**config.mk**
```make
export PLATFORM = sky130hd
export DESIGN_NAME = text_pager_wrap_and_pause_core
export DESIGN_NICKNAME = d
export VERILOG_FILES = /design/src/rtl/tpw_pkg.sv /design/src/rtl/tpw_front.sv /design/src/rtl/tpw_queue.sv /design/src/rtl/tpw_back.sv /design/src/rtl/text_pager_wrap_and_pause_core.sv
export SDC_FILE = /design/constraint.sdc
export NUM_CORES = 1
export LEC_CHECK = 0
export CORE_MARGIN = 1.5
export CORE_UTILIZATION = 60
export DETAILED_ROUTE_END_ITERATION = 10
export DONT_BUFFER_PORTS = 1
export GPL_TIMING_DRIVEN = 0
export HOLD_SLACK_MARGIN = 0.05
export PLACE_DENSITY = 0.83
export SYNTH_ARGS = -nofsm -noshare
export SYNTH_HDL_FRONTEND = slang
export SYNTH_SLANG_ARGS = --single-unit
```
**constraint.sdc**
```tcl
create_clock -name i_clk -period 8.2 [get_ports i_clk]
set_input_delay 0.41 -clock i_clk [delete_from_list [all_inputs] [get_ports i_clk]]
set_output_delay 0.41 -clock i_clk [all_outputs]
set_load 0.1 [all_outputs]
```
**src/rtl/tpw_pkg.sv**
```systemverilog
// package for the text pager wrap and pause block
// result kinds, character codes, register indexes, queue entry type
// no dependencies
package tpw_pkg;

    localparam int TAB_STOP_DEF    = 8;
    localparam int QUEUE_DEPTH_DEF = 4;

    localparam logic [1:0] KIND_CHAR    = 2'd0;
    localparam logic [1:0] KIND_NEWLINE = 2'd1;
    localparam logic [1:0] KIND_PROMPT  = 2'd2;
    localparam logic [1:0] KIND_REFUSED = 2'd3;

    localparam logic [7:0] CHAR_TAB   = 8'h09;
    localparam logic [7:0] CHAR_LF    = 8'h0A;
    localparam logic [7:0] CHAR_SPACE = 8'h20;
    localparam logic [7:0] CHAR_TILDE = 8'h7E;

    localparam logic CFG_COLUMNS = 1'b0;
    localparam logic CFG_ROWS    = 1'b1;

    localparam logic [7:0] COLUMNS_RST = 8'd80;
    localparam logic [7:0] ROWS_RST    = 8'd24;

    // one entry per byte: slot 0 owed newline, slot 1 main result,
    // slot 2 wrap newline, slot 3 prompt
    typedef struct packed {
        logic [3:0] slot_en;
        logic [1:0] main_kind;
        logic [7:0] ch;
    } t_plan;

endpackage

```
**src/rtl/tpw_front.sv**
```systemverilog
// front part: configuration, cursor and credit state, byte classification
// builds one queue entry per byte that gives results; uses tpw_pkg
module tpw_front #(
    parameter int TAB_STOP = tpw_pkg::TAB_STOP_DEF
) (
    input  logic          i_clk,
    input  logic          i_rst_n,
    input  logic          i_cfg_we,
    input  logic          i_cfg_index,
    input  logic [7:0]    i_cfg_data,
    input  logic          i_accept,
    input  logic          i_operation,
    input  logic [7:0]    i_char_in,
    input  logic [7:0]    i_key_count,
    output logic          o_push,
    output tpw_pkg::t_plan o_plan
);

    localparam int PhW = (TAB_STOP > 1) ? $clog2(TAB_STOP) : 1;

    logic [7:0]     r_columns, n_columns;
    logic [7:0]     r_rows, n_rows;
    logic [7:0]     r_col, n_col;
    logic [PhW-1:0] r_phase, n_phase;
    logic [7:0]     r_row, n_row;
    logic           r_owed, n_owed;
    logic [15:0]    r_credits, n_credits;
    logic           r_paused, n_paused;

    logic [7:0]     cols_eff;
    logic [7:0]     last_row;
    logic [7:0]     row0;
    logic [7:0]     row1;
    logic [7:0]     row2;
    logic [8:0]     col1;
    logic [PhW-1:0] phase1;
    logic [16:0]    cred_sum;
    logic [15:0]    cred_dec;
    logic           wrap;
    tpw_pkg::t_plan plan;
    logic           push;

    assign cols_eff = (r_columns == 8'd0) ? 8'd1 : r_columns;
    assign last_row = ((r_rows < 8'd2) ? 8'd2 : r_rows) - 8'd1;

    always_comb begin
        n_columns = r_columns;
        n_rows    = r_rows;
        n_col     = r_col;
        n_phase   = r_phase;
        n_row     = r_row;
        n_owed    = r_owed;
        n_credits = r_credits;
        n_paused  = r_paused;
        plan      = '0;
        push      = 1'b0;
        row0      = r_owed ? 8'd0 : r_row;
        row1      = row0;
        row2      = row0;
        col1      = {1'b0, r_col};
        phase1    = r_phase;
        wrap      = 1'b0;
        cred_sum  = {1'b0, r_credits} + 17'((i_key_count == 8'd0) ? 8'd1 : i_key_count);
        cred_dec  = (r_credits != 16'd0) ? r_credits - 16'd1 : 16'd0;

        if (i_cfg_we) begin
            unique case (i_cfg_index)
                tpw_pkg::CFG_COLUMNS: n_columns = i_cfg_data;
                tpw_pkg::CFG_ROWS:    n_rows    = i_cfg_data;
                default:              n_columns = r_columns;
            endcase
        end

        if (i_accept) begin
            if (i_operation) begin
                n_credits = cred_sum[16] ? 16'hFFFF : cred_sum[15:0];
                n_paused  = 1'b0;
            end else if (r_paused) begin
                plan.slot_en   = 4'b0010;
                plan.main_kind = tpw_pkg::KIND_REFUSED;
                push           = 1'b1;
            end else begin
                plan.slot_en[0] = r_owed;
                plan.ch         = i_char_in;
                n_owed          = 1'b0;
                n_row           = row0;
                if (i_char_in == tpw_pkg::CHAR_LF ||
                    i_char_in == tpw_pkg::CHAR_TAB ||
                    (i_char_in >= tpw_pkg::CHAR_SPACE &&
                     i_char_in <= tpw_pkg::CHAR_TILDE)) begin
                    plan.slot_en[1] = 1'b1;
                    if (i_char_in == tpw_pkg::CHAR_LF) begin
                        plan.main_kind = tpw_pkg::KIND_NEWLINE;
                        row1   = row0 + 8'd1;
                        col1   = 9'd0;
                        phase1 = '0;
                    end else if (i_char_in == tpw_pkg::CHAR_TAB) begin
                        plan.main_kind = tpw_pkg::KIND_CHAR;
                        col1   = {1'b0, r_col} + 9'(TAB_STOP) - 9'(r_phase);
                        phase1 = '0;
                    end else begin
                        plan.main_kind = tpw_pkg::KIND_CHAR;
                        col1   = {1'b0, r_col} + 9'd1;
                        phase1 = (r_phase == PhW'(TAB_STOP - 1)) ? '0 : r_phase + PhW'(1);
                    end
                    wrap = (col1 >= {1'b0, cols_eff});
                    row2 = wrap ? row1 + 8'd1 : row1;
                    plan.slot_en[2] = wrap;
                    n_col   = wrap ? 8'd0 : col1[7:0];
                    n_phase = wrap ? '0 : phase1;
                    n_row   = row2;
                    if (row2 >= last_row) begin
                        plan.slot_en[3] = 1'b1;
                        n_row     = 8'd0;
                        n_col     = 8'd0;
                        n_phase   = '0;
                        n_owed    = 1'b1;
                        n_credits = cred_dec;
                        n_paused  = (cred_dec == 16'd0);
                    end
                end
                push = (plan.slot_en != 4'b0000);
            end
        end
    end

    always_ff @(posedge i_clk) begin
        if (!i_rst_n) begin
            r_columns <= tpw_pkg::COLUMNS_RST;
            r_rows    <= tpw_pkg::ROWS_RST;
            r_col     <= 8'd0;
            r_phase   <= '0;
            r_row     <= 8'd0;
            r_owed    <= 1'b0;
            r_credits <= 16'd1;
            r_paused  <= 1'b0;
        end else begin
            r_columns <= n_columns;
            r_rows    <= n_rows;
            r_col     <= n_col;
            r_phase   <= n_phase;
            r_row     <= n_row;
            r_owed    <= n_owed;
            r_credits <= n_credits;
            r_paused  <= n_paused;
        end
    end

    assign o_push = push;
    assign o_plan = plan;

endmodule

```
**src/rtl/tpw_queue.sv**
```systemverilog
// short queue of per-byte result plans between front and back parts
// register based, one write and one read per cycle; uses tpw_pkg
module tpw_queue #(
    parameter int DEPTH = tpw_pkg::QUEUE_DEPTH_DEF
) (
    input  logic           i_clk,
    input  logic           i_rst_n,
    input  logic           i_push,
    input  tpw_pkg::t_plan i_plan,
    input  logic           i_pop,
    output logic           o_full,
    output logic           o_valid,
    output tpw_pkg::t_plan o_plan
);

    localparam int PtrW = (DEPTH > 1) ? $clog2(DEPTH) : 1;
    localparam int CntW = $clog2(DEPTH + 1);

    tpw_pkg::t_plan r_mem [DEPTH];
    logic [PtrW-1:0] r_wr_ptr, n_wr_ptr;
    logic [PtrW-1:0] r_rd_ptr, n_rd_ptr;
    logic [CntW-1:0] r_count, n_count;
    logic            do_push;
    logic            do_pop;

    assign do_push = i_push && (r_count != CntW'(DEPTH));
    assign do_pop  = i_pop && (r_count != '0);

    always_comb begin
        n_wr_ptr = r_wr_ptr;
        n_rd_ptr = r_rd_ptr;
        n_count  = r_count;
        if (do_push) begin
            n_wr_ptr = (r_wr_ptr == PtrW'(DEPTH - 1)) ? '0 : r_wr_ptr + PtrW'(1);
        end
        if (do_pop) begin
            n_rd_ptr = (r_rd_ptr == PtrW'(DEPTH - 1)) ? '0 : r_rd_ptr + PtrW'(1);
        end
        if (do_push && !do_pop) begin
            n_count = r_count + CntW'(1);
        end else if (do_pop && !do_push) begin
            n_count = r_count - CntW'(1);
        end
    end

    always_ff @(posedge i_clk) begin
        if (!i_rst_n) begin
            r_wr_ptr <= '0;
            r_rd_ptr <= '0;
            r_count  <= '0;
        end else begin
            r_wr_ptr <= n_wr_ptr;
            r_rd_ptr <= n_rd_ptr;
            r_count  <= n_count;
        end
    end

    always_ff @(posedge i_clk) begin
        if (do_push) begin
            r_mem[r_wr_ptr] <= i_plan;
        end
    end

    assign o_full  = (r_count == CntW'(DEPTH));
    assign o_valid = (r_count != '0);
    assign o_plan  = r_mem[r_rd_ptr];

endmodule

```
**src/rtl/tpw_back.sv**
```systemverilog
// back part: expands one plan into its results, one result per cycle while the
// sink is ready; holds the plan being sent in output registers; uses tpw_pkg
module tpw_back (
    input  logic           i_clk,
    input  logic           i_rst_n,
    input  logic           i_plan_valid,
    input  tpw_pkg::t_plan i_plan,
    output logic           o_pop,
    output logic           o_m_tvalid,
    input  logic           i_m_tready,
    output logic [7:0]     o_m_tdata,
    output logic [1:0]     o_m_tuser,
    output logic           o_m_tlast
);

    logic [3:0] r_mask, n_mask;
    logic [1:0] r_main_kind, n_main_kind;
    logic [7:0] r_ch, n_ch;
    logic [3:0] rest;
    logic [1:0] kind;
    logic [7:0] ch_out;
    logic       sent;
    logic       load;

    assign rest = r_mask & (r_mask - 4'd1);
    assign sent = (r_mask != 4'd0) && i_m_tready;
    assign load = ((r_mask == 4'd0) || (sent && rest == 4'd0)) && i_plan_valid;

    always_comb begin
        kind   = tpw_pkg::KIND_NEWLINE;
        ch_out = 8'd0;
        if (r_mask[0]) begin
            kind = tpw_pkg::KIND_NEWLINE;
        end else if (r_mask[1]) begin
            kind   = r_main_kind;
            ch_out = (r_main_kind == tpw_pkg::KIND_CHAR) ? r_ch : 8'd0;
        end else if (r_mask[2]) begin
            kind = tpw_pkg::KIND_NEWLINE;
        end else begin
            kind = tpw_pkg::KIND_PROMPT;
        end
    end

    always_comb begin
        n_mask      = sent ? rest : r_mask;
        n_main_kind = r_main_kind;
        n_ch        = r_ch;
        if (load) begin
            n_mask      = i_plan.slot_en;
            n_main_kind = i_plan.main_kind;
            n_ch        = i_plan.ch;
        end
    end

    always_ff @(posedge i_clk) begin
        if (!i_rst_n) begin
            r_mask <= 4'd0;
        end else begin
            r_mask <= n_mask;
        end
        r_main_kind <= n_main_kind;
        r_ch        <= n_ch;
    end

    assign o_pop      = load;
    assign o_m_tvalid = (r_mask != 4'd0);
    assign o_m_tdata  = ch_out;
    assign o_m_tuser  = kind;
    assign o_m_tlast  = (rest == 4'd0);

endmodule

```
**src/rtl/text_pager_wrap_and_pause_core.sv**
```systemverilog
// text pager with line wrap and page pause: top level
// a byte's plan goes into the queue, then into the back part's output registers
// throughput: one input item per cycle while the queue has room; one result
// per cycle out of the back part while the output is ready
// reset (i_rst_n low, synchronous): 80 x 24 screen, cursor home, one credit
// uses tpw_pkg, tpw_front, tpw_queue, tpw_back
module text_pager_wrap_and_pause_core #(
    parameter int TAB_STOP    = tpw_pkg::TAB_STOP_DEF,
    parameter int QUEUE_DEPTH = tpw_pkg::QUEUE_DEPTH_DEF
) (
    input  logic        i_clk,
    input  logic        i_rst_n,
    input  logic        i_cfg_we,
    input  logic        i_cfg_index,
    input  logic [7:0]  i_cfg_data,
    input  logic        i_s_tvalid,
    output logic        o_s_tready,
    input  logic [15:0] i_s_tdata,   // char_in [7:0], key_count [15:8]
    input  logic        i_s_tuser,   // operation
    output logic        o_m_tvalid,
    input  logic        i_m_tready,
    output logic [7:0]  o_m_tdata,   // char_out [7:0]
    output logic [1:0]  o_m_tuser,   // kind
    output logic        o_m_tlast
);

    logic           accept;
    logic           push;
    logic           full;
    logic           pop;
    logic           q_valid;
    tpw_pkg::t_plan plan_in;
    tpw_pkg::t_plan plan_out;

    assign o_s_tready = !full;
    assign accept     = i_s_tvalid && !full;

    tpw_front #(
        .TAB_STOP (TAB_STOP)
    ) u_front (
        .i_clk       (i_clk),
        .i_rst_n     (i_rst_n),
        .i_cfg_we    (i_cfg_we),
        .i_cfg_index (i_cfg_index),
        .i_cfg_data  (i_cfg_data),
        .i_accept    (accept),
        .i_operation (i_s_tuser),
        .i_char_in   (i_s_tdata[7:0]),
        .i_key_count (i_s_tdata[15:8]),
        .o_push      (push),
        .o_plan      (plan_in)
    );

    tpw_queue #(
        .DEPTH (QUEUE_DEPTH)
    ) u_queue (
        .i_clk   (i_clk),
        .i_rst_n (i_rst_n),
        .i_push  (push),
        .i_plan  (plan_in),
        .i_pop   (pop),
        .o_full  (full),
        .o_valid (q_valid),
        .o_plan  (plan_out)
    );

    tpw_back u_back (
        .i_clk        (i_clk),
        .i_rst_n      (i_rst_n),
        .i_plan_valid (q_valid),
        .i_plan       (plan_out),
        .o_pop        (pop),
        .o_m_tvalid   (o_m_tvalid),
        .i_m_tready   (i_m_tready),
        .o_m_tdata    (o_m_tdata),
        .o_m_tuser    (o_m_tuser),
        .o_m_tlast    (o_m_tlast)
    );

    // a refused byte is always a result of its own
    a_refused_last: assert property (@(posedge i_clk) disable iff (!i_rst_n)
        (o_m_tvalid && o_m_tuser == tpw_pkg::KIND_REFUSED) |-> o_m_tlast)
        else $error("refused result not marked last");

    // only character results carry a byte
    a_char_only: assert property (@(posedge i_clk) disable iff (!i_rst_n)
        (o_m_tvalid && o_m_tuser != tpw_pkg::KIND_CHAR) |-> (o_m_tdata == 8'd0))
        else $error("non-character result carries a byte");

    // a prompt ends the results of its byte
    a_prompt_last: assert property (@(posedge i_clk) disable iff (!i_rst_n)
        (o_m_tvalid && o_m_tuser == tpw_pkg::KIND_PROMPT) |-> o_m_tlast)
        else $error("prompt not marked last");

    // queue never overflows: no push while full
    a_no_overflow: assert property (@(posedge i_clk) disable iff (!i_rst_n)
        full |-> !push)
        else $error("queue written while full");

endmodule

```
==> results.cfg, run 1 <==
[timing]
max_freq_mhz = 159.9
rsz0062_at_grt = no
tns_ns = 0
hold_violations = 0
clock_skew_ns = 0.009770
slew_viol_final = 0
tightest_slew_ns = 1.172
period_share_pct = 76.25
setup_violations = 0
slew_headroom_pct = 21.88
period_minus_slack_ns = 6.253

[global_route]
grt_usage_pct = 28.51
antenna_found_initial = 0
first_global_vias = 6170
met1_usage_pct = 36.57
grtUsageMet3_pct = 4.778
use_met2_pct = 48.29
grt_pass1_wl_mm = 31.38
top_usage_layer = met2
grt-ovfl-total = 0
grt_max_degree = 17

[cells_and_area]
drive_gt1_share_pct = 7.648
nets = 947
final_cell_area_mm2 = 0.008823
area_growth_pct = 10.81
n_antenna_cell = 0

[place]
placed_area_mm2 = 0.008207
dpl.hpwl_mm = 13.58
gp_congestion = 0.9248
io_buffers = 0

[synthesis]
synth_seq_cells = 132
ys_seq_area_share_pct = 41.48
syn_inst = 842
async_flop_share_pct = 0
syn_area_per_cell_um2 = 9.457
synthesis.area_mm2 = 0.007963
synth_warnings = 0
synth_fp_nets = 926
yosysTopAreaCell = edfxtp_1
synth-main-ff-cell = edfxtp_1
synth.distinct_cells = 76
synth_edf_count = 66
synth_top_area_share_pct = 24.89
synth_area_leaders = edfxtp_1 25%, dfxtp_1 17%, ha_1 7.9%

[worst_setup_path]
critPathKind = flop to flop
worstReg2RegStart = u_front.r_col[0]
critPathCaptureType = flop
r2r_cells = 25
timing.rr.end = u_front.r_phase[0]
setup.worst_path.start = u_front.r_col[0]
crit_path_start_kind = flop
rrSetupSlack_ns = 1.95
worstSetupEndpoint = u_front.r_phase[0]
cp.required_ns = 8.50
critPathMaxFanout = 9
cp.arrival_ns = 6.56

[route]
viasPerCell = 6.397
wl_per_cell_um = 18.59
route.detailed.drc = 0
firstDrtPassIters = 7
antenna_left = 0
num_vias = 6704
drt_iter0_markers = 670
wl_mm = 19.48

[pwr]
power.density_mw_per_mm2 = 257.5
ir_drop_v = 0.0001463
leakage_nw = 3.302

[floorplan]
pin_count = 44
start_util_pct = 62.34
fp.coreArea_mm2 = 0.01277
rows = 41
die-area_mm2 = 0.01397
die_height_um = 118.2
die_x_um = 118.2

[clocking]
clockBufferDepth = 2
numCtsBuffers = 17
clkLatencyLatePin_ns = 0.43
ctsRootBufferMaster = clkbuf_16
htree_num_levels = 4
cts_setup_buffers = 0
cts_sinks = 132
cts_tree = done
hold_buffers = 0
path_clk_slew_ns = 0.06
cts_resized = 0

[status]
outcome = complete, no violations

[worst_hold_path]
hold_class = input port to flop

[run]
maxCapViolations = 0
logic make-up after synthesis:
| kind of cell | after synthesis | share of synthesized area [%] |
|---|---|---|
| buffers and inverters | 88 | 4.148 |
| flip-flops | 132 | 41.48 |
| adder cells (fa/ha/maj) | 54 | 8.737 |
| AO/OA/AOI/OAI | 202 | 17.08 |
| multiplexers | 23 | 5.107 |
| XOR/XNOR | 35 | 3.850 |
| AND/OR/NAND/NOR | 308 | 19.59 |
cells in the mapped netlist, types with 10 or more instances:
| library cell | n |
|---|---|
| edfxtp_1 | 66 |
| a21oi_1 | 58 |
| ha_1 | 50 |
| and2_1 | 29 |
| mux4_2 | 14 |
| nor2b_1 | 16 |
| xnor2_1 | 19 |
| nor2_1 | 66 |
| nand2_1 | 88 |
| dfxtp_1 | 66 |
| inv_1 | 41 |
| nand3_1 | 25 |
| nor3_1 | 20 |
| clkbuf_1 | 40 |
| o21ai_0 | 38 |
| xor2_1 | 16 |
| a211oi_1 | 14 |
| nor4_1 | 10 |
| nand4_1 | 10 |
cell type report:
cell class                 instances  area [um2]
multi-input combinational        622        4339
fill                             949        3950
sequential                       132        3303
clock buffer                      17       425.4
tap                              172       215.2
clock inverter                    15       191.4
buffer                            45       168.9
inverter                          43       161.4
timing repair buffer               2       18.77
metrics by stage:
step	power [mW]	worst slack (ns)	util [%]	hold WS [ns]	std cells
2_1_floorplan	1.346	3.106	-	0.4363	842
3_3_place_gp	1.429	2.300	64.02	0.4462	1014
3_5_place_dp	1.462	2.110	64.25	0.4487	1016
4_1_cts	2.265	2.056	69.08	0.1139	1048
5_1_grt	2.354	1.416	69.08	0.1145	1048
6_report	2.272	1.947	69.08	0.1152	1048
worst min path at each step:
stage	slack [ns]	endpoint	depth (start not counted)	startpoint
floorplan	0.44	u_front.r_columns[1]	2	u_front.r_columns[1]
global placement	0.45	u_front.r_columns[1]	2	u_front.r_columns[1]
detailed placement	0.45	u_front.r_columns[2]	2	u_front.r_columns[2]
CTS	0.11	u_front.r_columns[1]	2	i_cfg_data[1]
global route	0.11	u_front.r_columns[1]	2	i_cfg_data[1]
finish	0.12	u_front.r_columns[0]	2	i_cfg_data[0]
registers in the layout, summed over array words and instances, names as in the netlist, named ones only:
register	cells
u_queue.r_count	3
u_queue.r_wr_ptr	2
u_front.r_row	8
u_back.r_main_kind	2
u_queue.r_mem	56
u_front.r_col	8
u_front.r_phase	3
u_queue.r_rd_ptr	2
u_front.r_credits	16
u_front.r_owed	1
u_back.r_mask	4
u_back.r_ch	8
u_front.r_columns	8
u_front.r_paused	1
u_front.r_rows	8
layout by cell type, fill, tap and decap left out, types with 8 or more instances in the layout:
cell type and instances:
nand2_1 88, nor2_1 66, dfxtp_1 66, edfxtp_1 66, a21oi_1 57, ha_1 50, inv_1 41, clkbuf_1 40
o21ai_0 38, and2_1 29, nand3_1 25, nor3_1 20, xnor2_1 19, clkbuf_16 17, nor2b_1 16, xor2_1 16
a211oi_1 14, mux4_2 14, nand4_1 10, nor4_1 10, or3_1 8, mux2i_1 8
report_power, final:
part	internal [mW]	leakage (nW)	switching, mW	total (mW)
sequential	0.781	1.18	0.0527	0.833
clock	0.487	0.304	0.318	0.804
combinational	0.204	1.81	0.430	0.634
worst max-delay path: stages, from the launching register on:
cell	delay, ns
dfxtp_1	0.40
inv_1	0.06
ha_1	0.17
inv_1	0.05
ha_1	0.19
inv_1	0.07
fa_1	0.41
nor2b_1	0.13
nor3_1	0.07
xnor2_1	0.15
o21ai_0	0.14
and2_1	0.21
ha_1	0.21
a2111o_1	0.38
a31oi_1	0.28
o21ai_0	0.29
o21ai_0	0.48
xnor2_1	0.21
ha_1	0.35
a21oi_1	0.14
o21ai_0	0.09
a21oi_1	0.32
nand2_1	0.26
nor4_4	0.48
nand2_1	0.24
o41ai_1	0.35
per-layer routing:
layer	vias to the layer above	routed length, um
met5	-	0
li1	3159	-
met3	41	1290
met2	288	9561
met1	3216	8170
met4	0	458
Note: power is estimated with default switching activity, not from simulation.
==> run 2: changes to the inputs <==
ABC_AREA = 1   (was unset)
clock period = 5.9 ns   (was 8.2 ns; I/O delays follow)
==> results.cfg, run 2 <==
[status]
outcome = complete, no violations

[worst_setup_path]
cp.required_ns = 6.24
crit_path_start_kind = flop
max_stage_delay_ns = 0.39
cp.arrival_ns = 5.69
critPathCaptureType = flop
critPathMaxFanout = 10
crit_slowest_cell = fa_1
critPathKind = flop to flop
crit_top_cell = nand2_1

[place]
gp_congestion = 0.9674
io_buffers = 0
dpl.hpwl_mm = 13.85

[timing]
clock_skew_ns = 0.01074
hold_violations = 0
slew_headroom_pct = 28.32
slew_viol_final = 0
tns_ns = 0
max_freq_mhz = 186.9
rsz0062_at_grt = no
period_share_pct = 90.67
period_minus_slack_ns = 5.350
setup_violations = 0
tightest_slew_ns = 1.075

[cells_and_area]
n_antenna_cell = 0
regMostFlops = u_queue.r_mem
final_common_cell = nand2_1
final_util_pct = 69.73
layout_common_cells = 213 x nand2_1, 125 x nor2_1, 115 x inv_1
drive_gt1_share_pct = 11.26
area_growth_pct = 13.16
final.fill_count = 1038
largest_reg_flops = 56
nets = 1181
reg_top3 = u_queue.r_mem x56, u_front.r_credits x16

[synthesis]
synth_edf_count = 66
async_flop_share_pct = 0
synthesis.area_mm2 = 0.008193
synth_fp_nets = 1145
synth-main-ff-cell = edfxtp_1
synth_top_area_share_pct = 24.19
syn_area_per_cell_um2 = 7.722
synth_seq_cells = 132
syn_inst = 1061
yosysTopAreaCell = edfxtp_1
synth_area_leaders = edfxtp_1 24%, dfxtp_1 16%, nand2_1 9.8%
ys_seq_area_share_pct = 40.32
synth_warnings = 0
yosysMostFrequentCell = nand2_1
synth.distinct_cells = 55
synth_commonest_cells = 213 x nand2_1, 125 x nor2_1, 115 x inv_1

[global_route]
grt_pass1_wl_mm = 31.67
first_global_vias = 6833
grt-ovfl-total = 0
grt_usage_pct = 27.77
grt_max_degree = 19
antenna_found_initial = 0

[route]
drt_iter0_markers = 645
antenna_left = 0
wl_mm = 19.25
wl_per_cell_um = 14.97
num_vias = 7158
viasPerCell = 5.566
firstDrtPassIters = 5
route.detailed.drc = 0

[pwr]
power.density_mw_per_mm2 = 364.5
leakage_nw = 4.034
ir_drop_v = 0.0002149

[floorplan]
pin_count = 44
start_util_pct = 61.62
die-area_mm2 = 0.01437
rows = 42
fp.coreArea_mm2 = 0.01330
die_height_um = 119.9
die_x_um = 119.9

[clocking]
numCtsBuffers = 17
path_clk_slew_ns = 0.06
cts_setup_buffers = 0
htree_num_levels = 4
clockBufferDepth = 2
clkLatencyLatePin_ns = 0.43
cts_sinks = 132
ctsRootBufferMaster = clkbuf_16
cts_tree = done

[worst_hold_path]
hold_class = input port to flop

[run]
maxCapViolations = 0
-- run 2: timing repair --
action	CTS	global route
gates resized for setup	0	1
hold endpoints to repair	10	0
hold buffers	7	0
endpoints found under the setup margin	0	1
-- run 2: area by class of cell --
| type | instances | area, um2 | share of cell area, % |
|---|---|---|---|
| timing repair buffer | 17 | 221.5 | 2.389 |
| multi-input combinational | 764 | 4284 | 46.21 |
| buffer | 34 | 165.2 | 1.781 |
| clock inverter | 14 | 151.4 | 1.633 |
| tap | 176 | 220.2 | 2.375 |
| inverter | 131 | 496.7 | 5.358 |
| sequential | 132 | 3303 | 35.63 |
| clock buffer | 18 | 429.2 | 4.629 |
-- run 2: cells by family (layout without fill, tap and decap cells) --
logic type               after synthesis  count (layout)  synth area share, %
XOR/XNOR                              28              28                3.177
AND/OR/NAND/NOR                      459             459                24.88
flip-flops                           132             132                40.32
adder cells (fa/ha/maj)               53              53                8.369
AO/OA/AOI/OAI                        224             224                15.18
buffers and inverters                165             214                8.079
-- run 2: path summary, 6_finish.rpt --
path / start / to / slack (ns) / cells after the start
setup / recovery: u_front.r_phase[1] / u_front.r_credits[10] / 0.55 / 31
hold / removal: i_cfg_data[1] / u_front.r_columns[1] / 0.09 / 2
setup reg to reg: u_front.r_phase[1] / u_front.r_credits[10] / 0.55 / 31
hold reg to reg: u_front.r_paused / u_front.r_paused / 0.49 / 2
-- run 2: report_power, final --
group / switching [mW] / total, mW / internal (mW)
Combinational: 0.829 / 1.16 / 0.334
Sequential: 0.0722 / 1.17 / 1.10
Clock: 0.420 / 1.05 / 0.626
Total: 1.32 / 3.38 / 2.06
-- run 2: critical path, delay by kind of cell (launching register included) --
| kind | cells | cell delay (ns) |
|---|---|---|
| AND/OR/NAND/NOR | 10 | 1.11 |
| buffers and inverters | 5 | 0.66 |
| AO/OA/AOI/OAI | 11 | 1.66 |
| adder cells (fa/ha/maj) | 5 | 1.48 |
| flip-flops | 1 | 0.36 |
-- run 2: metrics by stage --
stage	std cells	power [mW]	hold slack [ns]	cell area, um2	setup WS, ns
after global routing	1286	3.552	0.1028	9271	0.1137
final	1286	3.380	0.08644	9271	0.5504
after floorplan	1061	2.043	0.4082	8193	1.385
after detailed placement	1247	2.332	0.4145	8617	0.5563
after global placement	1237	2.215	0.4111	8413	0.6161
after CTS	1286	3.378	0.07748	9268	0.5174
-- run 2: per-layer routing --
layer | part of all wire [%] | track usage [%] | vias to the layer above
li1 | - | - | 3610
met1 | 42 | 35.34 | 3262
met4 | 2.0 | 10.49 | 0
met3 | 5.7 | 3.992 | 35
met2 | 50 | 47.99 | 251
met5 | 0 | 0 | -
